<file path="config.mk">
export PLATFORM = sky130hd
export DESIGN_NAME = pac_front
export DESIGN_NICKNAME = d
export VERILOG_FILES = /design/src/design/pac_pkg.sv /design/src/design/pac_front.sv
export SDC_FILE = /design/constraint.sdc
export NUM_CORES = 1
export LEC_CHECK = 0
export BUFFER_PORTS_ARGS = -buffer_cell sky130_fd_sc_hd__buf_2
export CORE_MARGIN = 4
export CORE_UTILIZATION = 45
export DETAILED_ROUTE_END_ITERATION = 8
export PLACE_DENSITY = 0.75
export SLEW_MARGIN = 20
export SYNTH_ARGS = -nofsm -noshare
export SYNTH_HDL_FRONTEND = slang
export SYNTH_SLANG_ARGS = --single-unit
</file>
<file path="constraint.sdc">
create_clock -name i_clk -period 2.8 [get_ports i_clk]
set_input_delay 0.56 -clock i_clk [delete_from_list [all_inputs] [get_ports i_clk]]
set_output_delay 0.56 -clock i_clk [all_outputs]
set_load 0.05 [all_outputs]
</file>
<file path="src/design/pac_pkg.sv">
// ----------------------------------------------------------------------------
// pac_pkg
// Shared types and constants for the polygon area and centroid core.
// ----------------------------------------------------------------------------
package pac_pkg;

    localparam int MAX_VERTICES = 256;
    localparam int MIN_VERTICES = 3;
    localparam int CNT_W        = 9;   // vertex count width
    localparam int AREA_W       = 41;  // twice the signed area, Q16.16
    localparam int CROSS_W      = 33;  // one cross term
    localparam int SUM_W        = 17;  // coordinate pair sum
    localparam int PROD_W       = 50;  // pair sum times cross term
    localparam int MOM_W        = 58;  // moment accumulators
    localparam int DEN_W        = 43;  // three times the doubled area magnitude
    localparam int DIV_W        = 61;  // rounding numerator
    localparam int QUOT_W       = 16;  // quotient bits before saturation
    localparam int QCNT_W       = 4;   // quotient bit counter
    localparam int QUEUE_DEPTH  = 4;
    localparam int QPTR_W       = 2;

    localparam logic [15:0] POS_LIMIT = 16'd32767;
    localparam logic [15:0] NEG_LIMIT = 16'd32768;

    typedef struct packed {
        logic signed [15:0] x_coord;
        logic signed [15:0] y_coord;
    } t_in_item;

    typedef struct packed {
        logic        [39:0] double_area;
        logic signed [15:0] center_x;
        logic signed [15:0] center_y;
        logic               status;
    } t_out_item;

    // one polygon edge, from vertex a to vertex b
    typedef struct packed {
        logic signed [15:0] xa;
        logic signed [15:0] ya;
        logic signed [15:0] xb;
        logic signed [15:0] yb;
        logic               last;
    } t_edge;

    typedef enum logic [3:0] {
        B_IDLE,
        B_CROSS,
        B_MOM,
        B_ACC,
        B_AREA,
        B_DLOAD,
        B_DSAT,
        B_DIV,
        B_FIN,
        B_OUT
    } t_back_state;

endpackage

</file>
<file path="src/design/pac_front.sv">
// ----------------------------------------------------------------------------
// pac_front
// Takes vertices, tracks first and previous vertex, and issues edges,
// including the closing edge back to the first vertex.
// ----------------------------------------------------------------------------
module pac_front
    import pac_pkg::*;
(
    input  logic             i_clk,
    input  logic             i_rst_n,
    input  logic [CNT_W-1:0] i_vertex_count,
    input  logic             i_push,
    input  t_in_item         i_item,
    output logic             o_full,
    output logic             o_q_push,
    output t_edge            o_q_data,
    input  logic             i_q_full
);

    logic signed [15:0] r_first_x, r_first_y, r_prev_x, r_prev_y;
    logic [CNT_W-1:0]   r_seen;
    logic               r_close_pend;
    logic [CNT_W-1:0]   n_eff;
    logic               accept;
    logic               closes;

    // clamp the polygon size to the supported range
    always_comb begin
        n_eff = i_vertex_count;
        if (i_vertex_count < CNT_W'(MIN_VERTICES)) begin
            n_eff = CNT_W'(MIN_VERTICES);
        end else if (i_vertex_count > CNT_W'(MAX_VERTICES)) begin
            n_eff = CNT_W'(MAX_VERTICES);
        end
    end

    assign o_full = r_close_pend || i_q_full;
    assign accept = i_push && !o_full;
    assign closes = ({1'b0, r_seen} + 1'b1) >= {1'b0, n_eff};

    // edge issue: closing edge has priority, input is stalled meanwhile
    always_comb begin
        o_q_data = '0;
        o_q_push = 1'b0;
        if (r_close_pend) begin
            o_q_push = !i_q_full;
            o_q_data = '{xa: r_prev_x, ya: r_prev_y, xb: r_first_x, yb: r_first_y,
                         last: 1'b1};
        end else if (accept && r_seen != '0) begin
            o_q_push = 1'b1;
            o_q_data = '{xa: r_prev_x, ya: r_prev_y, xb: i_item.x_coord,
                         yb: i_item.y_coord, last: 1'b0};
        end
    end

    // vertex registers
    always_ff @(posedge i_clk) begin
        if (accept) begin
            r_prev_x <= i_item.x_coord;
            r_prev_y <= i_item.y_coord;
            if (r_seen == '0) begin
                r_first_x <= i_item.x_coord;
                r_first_y <= i_item.y_coord;
            end
        end
    end

    // vertex count and pending close
    always_ff @(posedge i_clk) begin
        if (!i_rst_n) begin
            r_seen       <= '0;
            r_close_pend <= 1'b0;
        end else begin
            if (r_close_pend && !i_q_full) begin
                r_close_pend <= 1'b0;
            end
            if (accept) begin
                if (r_seen != '0 && closes) begin
                    r_seen       <= '0;
                    r_close_pend <= 1'b1;
                end else begin
                    r_seen <= r_seen + 1'b1;
                end
            end
        end
    end

endmodule

</file>
==> impl.org <==
** Status
- Outcome :: finished clean

** CTS
- Clock Tree Root :: sky130_fd_sc_hd__clkbuf_8
- After clock tree synthesis, the flow added hold-fix buffers numbering 0.
- Buffer levels on the longest clock path :: 2
- Postcts setup bufs :: 0
- Number of buffers created by CTS :: 9
- TritonCTS built the clock tree.
- Clock Latency Late Sink :: 340 ps
- Post-CTS repair changed the size of 0 cells.
- The tree built by TritonCTS fans out to 74 sinks.
- The H-tree was split into 3 levels.
- Clock edge transition at the registers on the reported setup and hold paths :: 70 ps

** Route
- Per-cell routed wire length :: ~15 µm
- The detailed router placed between 2k and 2.5k vias in this run.
- For this block, the routed nets add up to 7150 µm of wire.
- Detailed router's first-iteration violation count :: roughly 110
- DRC violation count after routing :: 0
- Once detail routing completed, the nets flagged for antenna violations numbered 0.
- For this run, the detailed router's first-pass iteration total came to 4.
- Vias per inst :: 5.02

** Global routing
- Number of antenna violations at the first check in global routing :: 0
- Global routing used roughly 17% of the available tracks across all layers.
- Entering global routing, the biggest net connects 38 pins.
- Global-route wire length before repair :: between 10000 and 15000 µm
- Final global-route overflow total :: 0
- The via count of the first global-routing pass was between 2k and 2.5k.

** Critical path
- STA classifies the critical path startpoint as a flop.
- Along the worst path, the maximum fanout reaches 20.
- The worst setup path is of the flop to output pin kind.
- For flop-to-flop paths, the worst setup slack is ~170 ps.
- The worst register-to-register path ends at r_seen[0]$_SDFFE_PN0P_.
- Worst Path Arrival :: approximately 2100 ps
- Endpoint required time on the critical path :: between 2000 and 2500 ps
- The startpoint identified for the worst register-to-register timing path is r_seen[1]$_SDFFE_PN0P_.
- STA classifies the critical path endpoint as an output pin.
- Logic depth of the worst register-to-register path :: 11

** Logic synthesis
- Synthesis-stage register bit count :: between 70 and 80
- In the synthesized netlist the dominant register cell turns out to be sky130_fd_sc_hd__edfxtp_1.
- Synthesis instantiated 34 different standard cells from the library.
- Sequential cells were found to cover 63.5% of the synthesized design area.
- Synth area leader :: sky130_fd_sc_hd__edfxtp_1
- The Yosys step of the flow raised 0 warnings.
- The cell count after synthesis came out at roughly 260.
- Counting instances in the post-synthesis netlist gives the leading cell types as sky130_fd_sc_hd__edfxtp_1, sky130_fd_sc_hd__a22o_1, sky130_fd_sc_hd__nor2b_1.
- Counting every net in the synthesized netlist gives approximately 310.
- Count of flip-flops with a built-in enable after synthesis :: 64
- Sorting the synthesized cells by area gives the leading types as sky130_fd_sc_hd__edfxtp_1, sky130_fd_sc_hd__a22o_1, sky130_fd_sc_hd__dfxtp_1.
- The synthesized design devotes to its leading area cell type approximately 58% of total area.
- The mapped netlist covers around 3300 µm².
- Mean area per synthesized cell :: between 10 and 15 µm²
- Most common cell in the synthesized netlist :: sky130_fd_sc_hd__edfxtp_1
- Of all flip-flops after synthesis, the portion carrying an async set or reset was 0%.

** Layout
- Area of all placed cells without fillers :: between 4000 and 5000 µm²
- From synthesis to final layout, the design area changed by 29.7%.
- The multi-input combinational cells in the finished layout cover a total of around 1200 µm².
- Final Net Count :: around 430
- The repair_antennas step left the layout with diodes totalling 0.
- The layout has approximately 620 filler cells.
- Cells fill 59.7% of the core in the end.
- Cells with a size suffix above 1 make up 39.2% of the layout.
- Register cell area after layout :: between 2000 and 2500 µm²

** Worst hold path
- Worst hold path cell count :: 1
- Hold Path Sink :: r_first_x[9]$_DFFE_PP_
- Min-delay src :: i_item[25]
- The worst hold path belongs to the class input port to flop.

** Floorplan
- The die is 94.2 µm wide.
- The core region is 7250 µm².
- For this configuration, the core starts out at a cell density of 46.1%.
- Number of top-level pins :: around 110
- The floorplan has 31 rows.
- Die Span Y :: between 90 and 100 µm
- The floorplan step defined a die boundary enclosing just under 9000 µm².

** STA
- After layout, the minimum clock period comes to around 2600 ps.
- Setup violations remaining at the end of the flow were counted as 0.
- The final critical path takes up between 90% and 100% of the cycle.
- The total count of hold-check failures in the final report was 0.
- The final max-slew violation count came to 0.
- In the post-route analysis, the smallest setup slack over all paths is between 150 and 200 ps.
- Static timing analysis puts the maximum clock frequency at around 380 MHz.
- Clock Skews :: 6.53 ps
- Headroom to the max-slew limit :: 38.7%
- For the pin with the worst max-slew slack, the measured transition is 910 ps.

** Power
- VDD IR max :: just under 0.3 mV
- PD cells :: about 670 nW/µm²
- PnR Total Power :: around 0.0029 W
- Static Leakage :: 1.87 nW

** Placement
- Summed over all nets, the half-perimeter wirelength after detailed placement is 5160 µm.
- Routability-driven placement finished with a final weighted congestion of ~0.9.
- Summing all placed instances gives a cell area of 4070 µm².
- DP Worst Slack :: between 90 and 100 ps
- Buffers placed on the I/O ports in this run total about 110.

** Flow run
- The tool flagged a number of max-cap violations equal to 0.
==> layout by cell type, fill, tap and decap left out, drive strengths merged, types with 4 or more instances in the layout <==
master    n
dfxtp    10
inv       4
a22o     32
a21oi     8
xnor2     7
nand3     5
nor2     18
ha       11
nand2    21
nor2b    32
edfxtp   64
clkbuf   10
xor2      7
buf     123
==> cell type report <==
| type | instances | share of cell area (%) |
|---|---|---|
| Inverter | 5 | 0.433 |
| Clock inverter | 5 | 2.40 |
| Timing Repair Buffer | 123 | 15.2 |
| Clock buffer | 10 | 2.95 |
| Tap cell | 99 | 2.86 |
| Sequential cell | 74 | 49.0 |
| Multi-Input combinational cell | 163 | 27.2 |
==> worst max-delay path, stage by stage, from the launching register on <==
cell and delay, ps:
sky130_fd_sc_hd__dfxtp_1 350, sky130_fd_sc_hd__buf_4 150, sky130_fd_sc_hd__inv_1 60, sky130_fd_sc_hd__ha_1 190, sky130_fd_sc_hd__nor4b_4 140, sky130_fd_sc_hd__a21oi_4 170
sky130_fd_sc_hd__buf_4 270, sky130_fd_sc_hd__a22o_1 170, sky130_fd_sc_hd__buf_2 260
==> sequential cells by signal (all words and copies together), names as in the netlist <==
| signal | flops |
|---|---|
| r_first_x | 16 |
| r_prev_x | 16 |
| r_seen | 9 |
| r_first_y | 16 |
| r_close_pend | 1 |
| r_prev_y | 16 |
==> through the flow <==
step                      setup TNS [ps]  instances  hold slack (ps)
final                                  0        479              424
after global routing               -15.4        479              405
after CTS                              0        479              411
after detailed placement               0        464              593
after global placement                 0        464              582
after floorplan                     -211        256              490
==> power by group <==
part | internal, W | switching, W | total (W)
sequential | 0.00128 | 0.0000212 | 0.00130
combinational | 0.000182 | 0.000462 | 0.000644
clock | 0.000587 | 0.000366 | 0.000953
==> cells by family (layout without fill, tap and decap cells) <==
group           after synthesis  after routing  share of synthesized area (%)
fa+ha+maj                    11             11                           4.12
compound gates               47             47                           11.7
simple gates                 91             91                           14.4
buf+inv                      19            143                           2.58
xor+xnor                     14             14                           3.67
flops                        74             74                           63.5
==> how the worst max path moves through the flow <==
stage	cells past startpoint	start	slack, ps	to
6_report	8	r_seen[0]$_SDFFE_PN0P_	150	o_q_data[32]
5_1_grt	11	r_seen[1]$_SDFFE_PN0P_	-20	r_seen[0]$_SDFFE_PN0P_
2_1_floorplan	6	i_q_full	-7	o_q_data[35]
3_5_place_dp	11	i_vertex_count[4]	100	r_close_pend$_SDFF_PN0_
3_3_place_gp	11	r_seen[1]$_SDFFE_PN0P_	160	r_seen[0]$_SDFFE_PN0P_
4_1_cts	11	r_seen[1]$_SDFFE_PN0P_	70	r_seen[0]$_SDFFE_PN0P_
==> layer usage <==
metal | up-vias | track usage [%] | wire (µm)
li1 | 1178 | - | -
met1 | 1128 | 20.5 | 3050
met2 | 87 | 28.3 | 3430
met3 | 11 | 4.97 | 558
met4 | 0 | 7.34 | 115
met5 | - | 0 | 0
Power figures use the tool's default switching activity.
