`config.mk`:
```
export PLATFORM = sky130hd
export DESIGN_NAME = pac_queue
export DESIGN_NICKNAME = d
export VERILOG_FILES = /design/src/design/pac_pkg.sv /design/src/design/pac_queue.sv
export SDC_FILE = /design/constraint.sdc
export NUM_CORES = 1
export LEC_CHECK = 0
export ABC_AREA = 1
export BUFFER_PORTS_ARGS = -buffer_cell sky130_fd_sc_hd__buf_2
export CAP_MARGIN = 20
export CORE_MARGIN = 3
export CORE_UTILIZATION = 52
export DETAILED_ROUTE_END_ITERATION = 10
export PLACE_DENSITY_LB_ADDON = 0.08
export RECOVER_POWER = 100
export SLEW_MARGIN = 30
export SYNTH_ARGS = -nofsm -noshare
export SYNTH_HDL_FRONTEND = slang
export SYNTH_SLANG_ARGS = --single-unit
```
`constraint.sdc`:
```
create_clock -name i_clk -period 3.9 [get_ports i_clk]
set_input_delay 0.78 -clock i_clk [delete_from_list [all_inputs] [get_ports i_clk]]
set_output_delay 0.78 -clock i_clk [all_outputs]
set_load 0.01 [all_outputs]
```
`src/design/pac_pkg.sv`:
```
// ----------------------------------------------------------------------------
// pac_pkg
// Shared types and constants for the polygon area and centroid core.
// ----------------------------------------------------------------------------
package pac_pkg;

    localparam int MAX_VERTICES = 256;
    localparam int MIN_VERTICES = 3;
    localparam int CNT_W        = 9;   // vertex count width
    localparam int AREA_W       = 41;  // twice the signed area, Q16.16
    localparam int CROSS_W      = 33;  // one cross term
    localparam int SUM_W        = 17;  // coordinate pair sum
    localparam int PROD_W       = 50;  // pair sum times cross term
    localparam int MOM_W        = 58;  // moment accumulators
    localparam int DEN_W        = 43;  // three times the doubled area magnitude
    localparam int DIV_W        = 61;  // rounding numerator
    localparam int QUOT_W       = 16;  // quotient bits before saturation
    localparam int QCNT_W       = 4;   // quotient bit counter
    localparam int QUEUE_DEPTH  = 4;
    localparam int QPTR_W       = 2;

    localparam logic [15:0] POS_LIMIT = 16'd32767;
    localparam logic [15:0] NEG_LIMIT = 16'd32768;

    typedef struct packed {
        logic signed [15:0] x_coord;
        logic signed [15:0] y_coord;
    } t_in_item;

    typedef struct packed {
        logic        [39:0] double_area;
        logic signed [15:0] center_x;
        logic signed [15:0] center_y;
        logic               status;
    } t_out_item;

    // one polygon edge, from vertex a to vertex b
    typedef struct packed {
        logic signed [15:0] xa;
        logic signed [15:0] ya;
        logic signed [15:0] xb;
        logic signed [15:0] yb;
        logic               last;
    } t_edge;

    typedef enum logic [3:0] {
        B_IDLE,
        B_CROSS,
        B_MOM,
        B_ACC,
        B_AREA,
        B_DLOAD,
        B_DSAT,
        B_DIV,
        B_FIN,
        B_OUT
    } t_back_state;

endpackage

```
`src/design/pac_queue.sv`:
```
// ----------------------------------------------------------------------------
// pac_queue
// Small edge queue between the vertex front end and the arithmetic back end.
// ----------------------------------------------------------------------------
module pac_queue
    import pac_pkg::*;
(
    input  logic  i_clk,
    input  logic  i_rst_n,
    input  logic  i_push,
    input  t_edge i_data,
    output logic  o_full,
    input  logic  i_pop,
    output t_edge o_data,
    output logic  o_empty
);

    t_edge             r_mem [QUEUE_DEPTH];
    logic [QPTR_W-1:0] r_wr;
    logic [QPTR_W-1:0] r_rd;
    logic [QPTR_W:0]   r_cnt;
    logic              do_push;
    logic              do_pop;

    assign o_full  = (r_cnt == (QPTR_W+1)'(QUEUE_DEPTH));
    assign o_empty = (r_cnt == '0);
    assign o_data  = r_mem[r_rd];
    assign do_push = i_push && !o_full;
    assign do_pop  = i_pop && !o_empty;

    // storage
    always_ff @(posedge i_clk) begin
        if (do_push) begin
            r_mem[r_wr] <= i_data;
        end
    end

    // pointers and fill count
    always_ff @(posedge i_clk) begin
        if (!i_rst_n) begin
            r_wr  <= '0;
            r_rd  <= '0;
            r_cnt <= '0;
        end else begin
            if (do_push) begin
                r_wr <= r_wr + 1'b1;
            end
            if (do_pop) begin
                r_rd <= r_rd + 1'b1;
            end
            if (do_push && !do_pop) begin
                r_cnt <= r_cnt + 1'b1;
            end else if (do_pop && !do_push) begin
                r_cnt <= r_cnt - 1'b1;
            end
        end
    end

endmodule

```
==> metrics.yaml, run 1 <==
detailed_routing:
  detail_route.iter0.violations: 433
  vias_per_cell: 5.431
  wl_per_cell_um: 18.84
  firstDrtPassIters: 4
  drc_errors: 0
  postRouteAntennaNets: 0
  vias: 6077
  wl_um: 21080
clocking:
  cts_tree: "done"
  clkTransAtPathRegs_ns: 0.06
  ctsLongestPathBuffers: 3
  h-tree-depth: 1
  cts_made_buffers: 28
  worst_skew_pair.late_latency_ns: 0.53
  ctsResizeCount: 0
  postCtsSetupRepairBufs: 0
  cts_sinks: 269
  holdBufCountCts: 0
  root_buffer: "clkbuf_16"
floorplan:
  fp-row-count: 51
  die_y_um: 147.8
  initial_core_util_pct: 53.38
  core_area_um2: 19590
  io_pins: 136
  die_x_um: 147.8
  die-area_um2: 21850
sta:
  finalSetupTns_ns: 0
  layout_min_cycle_time_ns: 3.418
  finalSetupViolCount: 0
  maxSlewHeadroom_pct: -32.44
  rsz0062_at_grt: "no"
  drv_slew: 264
  tightest_slew_ns: 1.987
  fin_crit_sh_pct: 87.64
  fin_worst_skew_ns: 0.008588
  hold_viol: 0
  fmax_mhz: 292.6
global_routing:
  antenna_found_initial: 0
  grt_pass1_wl_um: 32890
  grt_max_degree: 66
  use_met2_pct: 33.17
  grtUsageMet1_pct: 24.41
  groute.layer.met3.usage_pct: 4.047
  grt.busiest_layer: "met2"
  grt_pass1_vias: 6230
  grt_util_all_layers_pct: 19.07
  grt_overflow: 0
logic_synthesis:
  netlist_area_um2: 10460
  ys_seq_elements: 269
  yosysMostFrequentCell: "edfxtp_1"
  async_flop_share_pct: 0
  yosysSeqAreaShare_pct: 76.39
  yosysUniqueCellTypes: 26
  synthSimpleGateAreaFrac_pct: 7.527
  synth_edf_count: 260
  synth.area.top_cells: "edfxtp_1, o21ai_0, nor2_1, o22ai_1, o22ai_2"
  syn_inst: 699
  synthMuxAreaShare_pct: 0
  synth_top_family_by_area: "compound AO/OA/AOI/OAI gates"
  synthesis.nets: 774
  yosys-top-cells-count: "edfxtp_1, nor2_1, o21ai_0, o22ai_1, o21ai_1"
  synth_warnings: 0
  synthAdderAreaFrac_pct: 0.7898
  synth_compound_gate_area_share_pct: 11.68
  ys.flop_type: "edfxtp_1"
  synth_top_area_cell: "edfxtp_1"
  synth_xor_area_share_pct: 0.08376
  yosysTopAreaCellShare_pct: 74.67
  avgSynthCellArea_um2: 14.96
final_layout:
  syn2layout_area_growth_pct: 14.36
  diodes: 0
  fin_area_um2: 11960
  drive_gt1_share_pct: 14.64
  nets: 908
  layout.cells.non_filler: 1119
setup_path:
  crit_required_ns: 3.12
  crit_fanout: 30
  cp.arrival_ns: 2.64
  cp-end-kind: "primary output"
  path_delay_family: "buffers and inverters"
  crit_type: "flop to primary output"
  path_buf_inv: 3
  critPathMaxStageDelay_ns: 0.76
  crit_path_cell_trace: "inv_1 -> clkbuf_2 -> o21ai_0 -> o22ai_1 -> buf_2"
  start_kind: "flop"
  cp_slowest_cell: "inv_1"
pwr:
  p_switching_w: 0.002393
  combPwrFrac_pct: 23.4
  p_clk_share_pct: 30.0
  switching_share_pct: 30.43
  total_power_w: 0.007862
  ir_worst_vdd_v: 0.0004245
  powerDensity_nw_per_um2: 657.5
  leakagePower_nw: 3.910
  internal-power_w: 0.005470
  power_frac_seq_pct: 46.6
placement:
  placed_area_um2: 11350
  portBuffers: 135
  dp.cells: 1068
  post-dp-hpwl_um: 11560
  gp_congestion: 0.7405
outcome:
  violations: "capacitance limit, slew limit"
  status: "finished, violations left"
run:
  maxCapViolations: 4
min_path:
  hold_path_class: "flop to flop"
## worst register-to-register path: cells and delay by family, from the launching register on
family        cells  cell delay (ns)
flops             1             0.40
simple gates      4             0.59
buf+inv           1             1.43
## power by group through the flow
| stage | Sequential [W] | Combinational, W | Clock, W |
|---|---|---|---|
| floorplan | 0.00367 | 0.00134 | 0 |
| global placement | 0.00369 | 0.00192 | 0 |
| detailed placement | 0.00370 | 0.00196 | 0 |
| CTS | 0.00364 | 0.00197 | 0.00242 |
| global route | 0.00369 | 0.00204 | 0.00254 |
| finish | 0.00366 | 0.00184 | 0.00236 |
## stage by stage
step	setup WS, ns	utilization (%)	hold slack [ns]
2_1_floorplan	-0.1965	-	0.4648
3_3_place_gp	1.240	57.92	0.4728
3_5_place_dp	1.208	57.92	0.4995
4_1_cts	0.6446	62.11	0.4390
5_1_grt	0.2709	61.04	0.4987
6_report	0.4820	61.04	0.5087
## area by class of cell
type	count	area, um2
flip-flops and latches	269	7993
multi-input cells	370	2130
well taps	265	331.6
clock buffers	41	770.7
fillers	1552	7632
inverters	18	70.07
repair buffers	146	613.1
clock inverters	10	50.05
## logic make-up after synthesis
logic type               after synthesis
adder cells (fa/ha/maj)                6
buffers and inverters                 60
flip-flops                           269
XOR/XNOR                               1
AO/OA/AOI/OAI                        199
AND/OR/NAND/NOR                      164
## layer usage
layer  up-vias  wire (um)
met3        34       1338
li1       2883          -
met2       172      10680
met4         0        447
met1      2988       8617
met5         -          0
## placed cells by master (no fill, tap or decap)
cell type,n
buf_4,4
nand3b_1,1
a21oi_1,3
fa_1,1
o22ai_2,20
clkbuf_2,6
clkbuf_16,29
o22ai_1,45
clkbuf_1,126
nand2_1,15
nor2_2,5
clkinv_2,6
inv_4,1
xor2_1,1
inv_1,17
inv_6,1
clkinv_1,3
nor2_1,115
nor2_4,24
o21ai_0,99
edfxtp_1,260
o21ai_2,5
dfxtp_4,1
buf_2,21
ha_1,5
nand3_1,4
dfxtp_1,7
dfxtp_2,1
buf_12,1
o21ai_1,27
## registers in the layout (all words and copies together) (netlist names), named ones only
| signal | count |
|---|---|
| r_cnt | 3 |
| r_mem | 260 |
| r_rd | 2 |
| r_wr | 2 |
## path summary, 6_finish.rpt
kind,from,end,slack [ns],cells after the start
setup / recovery,flop,o_data[16],0.48,5
hold / removal,r_rd[1],flop,0.51,2
setup reg to reg,r_cnt[0],r_mem[1][37],1.01,5
hold reg to reg,r_rd[1],flop,0.51,2
No activity file was read; power rests on OpenSTA's default activity.
==> run 2: changes to the inputs <==
--- a/config.mk
+++ b/config.mk
@@ -11,6 +11,7 @@
 export CORE_MARGIN = 3
 export CORE_UTILIZATION = 52
 export DETAILED_ROUTE_END_ITERATION = 10
+export MAX_ROUTING_LAYER = met4
 export PLACE_DENSITY_LB_ADDON = 0.08
 export RECOVER_POWER = 100
 export SLEW_MARGIN = 30
==> run 2 against run 1 <==
The run still ends with capacitance limit, slew limit left. Maximum frequency fell by 0.22%. Register-to-register slack barely moved. Total power barely moved. Cell area did not move. Clock skew fell by 0.00092 ns. Worst setup slack got worse by 0.0076 ns. Combinational power barely moved. Critical path type unchanged. Largest cell class unchanged. Largest power group unchanged.
==> metrics.yaml, run 2 (same netlist as run 1, synthesis figures left out) <==
pwr:
  switching_share_pct: 30.39
  power_frac_seq_pct: 46.6
  p_clk_share_pct: 30.0
  leakagePower_nw: 3.910
  powerDensity_nw_per_um2: 657.1
  combPwrFrac_pct: 23.4
  internal-power_w: 0.005470
  ir_worst_vdd_v: 0.0004241
  p_switching_w: 0.002388
final_layout:
  top_register: "r_mem"
  layout.cells.non_filler: 1119
  final_cell_mix: "edfxtp_1, clkbuf_1, nor2_1"
  syn2layout_area_growth_pct: 14.36
  multi_input_area_um2: 2130
  fill_cells: 1552
  largest_register_ffs: 260
  reg_top3: "r_mem (260), r_cnt (3)"
  mostFrequentLayoutCell: "edfxtp_1"
  drive_gt1_share_pct: 14.64
  ff_latch_area_um2: 7993
  diodes: 0
  nets: 908
setup_path:
  crit_fanout: 30
  crit_required_ns: 3.12
  start_kind: "flop"
  cp.arrival_ns: 2.65
  cp-end-kind: "primary output"
  crit_type: "flop to primary output"
  r2r-end: "r_mem[2][47]"
  ff2ff_path_depth: 5
  r2r-start: "r_cnt[0]"
  reg2reg_slack_ns: 1.02
detailed_routing:
  drc_errors: 0
  wl_um: 21060
  wl_per_cell_um: 18.82
  vias_per_cell: 5.417
  firstDrtPassIters: 4
  detail_route.iter0.violations: 428
  postRouteAntennaNets: 0
  vias: 6062
sta:
  fmax_mhz: 291.9
  tightest_slew_ns: 1.980
  whs_ns: 0.5089
  maxSlewHeadroom_pct: -32.02
  rsz0062_at_grt: "no"
  finalSetupViolCount: 0
  hold_viol: 0
  fin_worst_skew_ns: 0.007670
  finalSetupTns_ns: 0
  fin_crit_sh_pct: 87.83
  layout_min_cycle_time_ns: 3.426
  drv_slew: 264
global_routing:
  antenna_found_initial: 0
  grt_pass1_vias: 6237
  grt_overflow: 0
  grt_util_all_layers_pct: 19.63
  grt_max_degree: 66
  grt_pass1_wl_um: 32860
outcome:
  status: "finished, violations left"
  violations: "capacitance limit, slew limit"
min_path:
  hp-start: "r_rd[1]"
  holdPathStages: 2
  hold_path_class: "flop to flop"
clocking:
  cts_tree: "done"
  cts_sinks: 269
  cts_made_buffers: 28
  ctsResizeCount: 0
  ctsLongestPathBuffers: 3
  h-tree-depth: 1
  worst_skew_pair.late_latency_ns: 0.52
  postCtsSetupRepairBufs: 0
  holdBufCountCts: 0
  clkTransAtPathRegs_ns: 0.06
  root_buffer: "clkbuf_16"
run:
  maxCapViolations: 4
placement:
  gp_congestion: 0.7497
  post-dp-hpwl_um: 11560
  dp.cells: 1068
  portBuffers: 135
floorplan:
  io_pins: 136
  initial_core_util_pct: 53.38
  fp-row-count: 51
  core_area_um2: 19590
  die-area_um2: 21850
  die_y_um: 147.8
  die_x_um: 147.8
## run 2: cell counts in the layout (fill, tap and decap cells not counted)
Identical to the previous run, type by type.
## run 2: power by group through the flow
stage | Combinational [W] | Sequential (W) | Clock [W]
4_1_cts | 0.00197 | 0.00364 | 0.00242
5_1_grt | 0.00204 | 0.00369 | 0.00254
6_report | 0.00184 | 0.00366 | 0.00235
3_5_place_dp | 0.00196 | 0.00370 | 0
2_1_floorplan | 0.00134 | 0.00367 | 0
3_3_place_gp | 0.00192 | 0.00369 | 0
## run 2: layer usage
layer | global-route usage, % | vias up | share of wire [%] | routed length [um]
li1 | - | 2884 | - | -
met1 | 24.67 | 2981 | 41 | 8672
met2 | 33.15 | 165 | 51 | 10720
met3 | 3.617 | 32 | 5.8 | 1222
met4 | 5.452 | 0 | 2.1 | 440
met5 | - | - | 0 | 0
## run 2: area by class of cell
cell class	count	share of cell area, %
sequential	269	66.84
timing repair buffer	146	5.127
multi-input combinational	370	17.81
clock inverter	10	0.4185
tap	265	2.773
clock buffer	41	6.446
inverter	18	0.5860
## run 2: how the worst max path moves through the flow
stage | from | end | slack, ns
floorplan | i_push | r_mem[0][0] | -0.20
global placement | flop | o_data[22] | 1.24
detailed placement | flop | o_data[22] | 1.21
CTS | flop | o_data[22] | 0.64
global route | flop | o_data[16] | 0.27
finish | flop | o_data[22] | 0.47
## run 2: worst max-delay path, cell delays in order (launching register included)
cell and delay (ns):
dfxtp_2 0.32, inv_1 0.76, clkbuf_2 0.52, o21ai_1 0.13, o22ai_1 0.20, clkbuf_1 0.18
## run 2: per-stage QoR
step	cell area, um2	total power (W)	setup WS, ns	utilization [%]
2_1_floorplan	10460	0.005003	-0.1965	-
3_3_place_gp	11350	0.005608	1.240	57.92
3_5_place_dp	11350	0.005665	1.208	57.92
4_1_cts	12170	0.008034	0.6446	62.11
5_1_grt	11960	0.008271	0.2709	61.04
6_report	11960	0.007857	0.4744	61.04
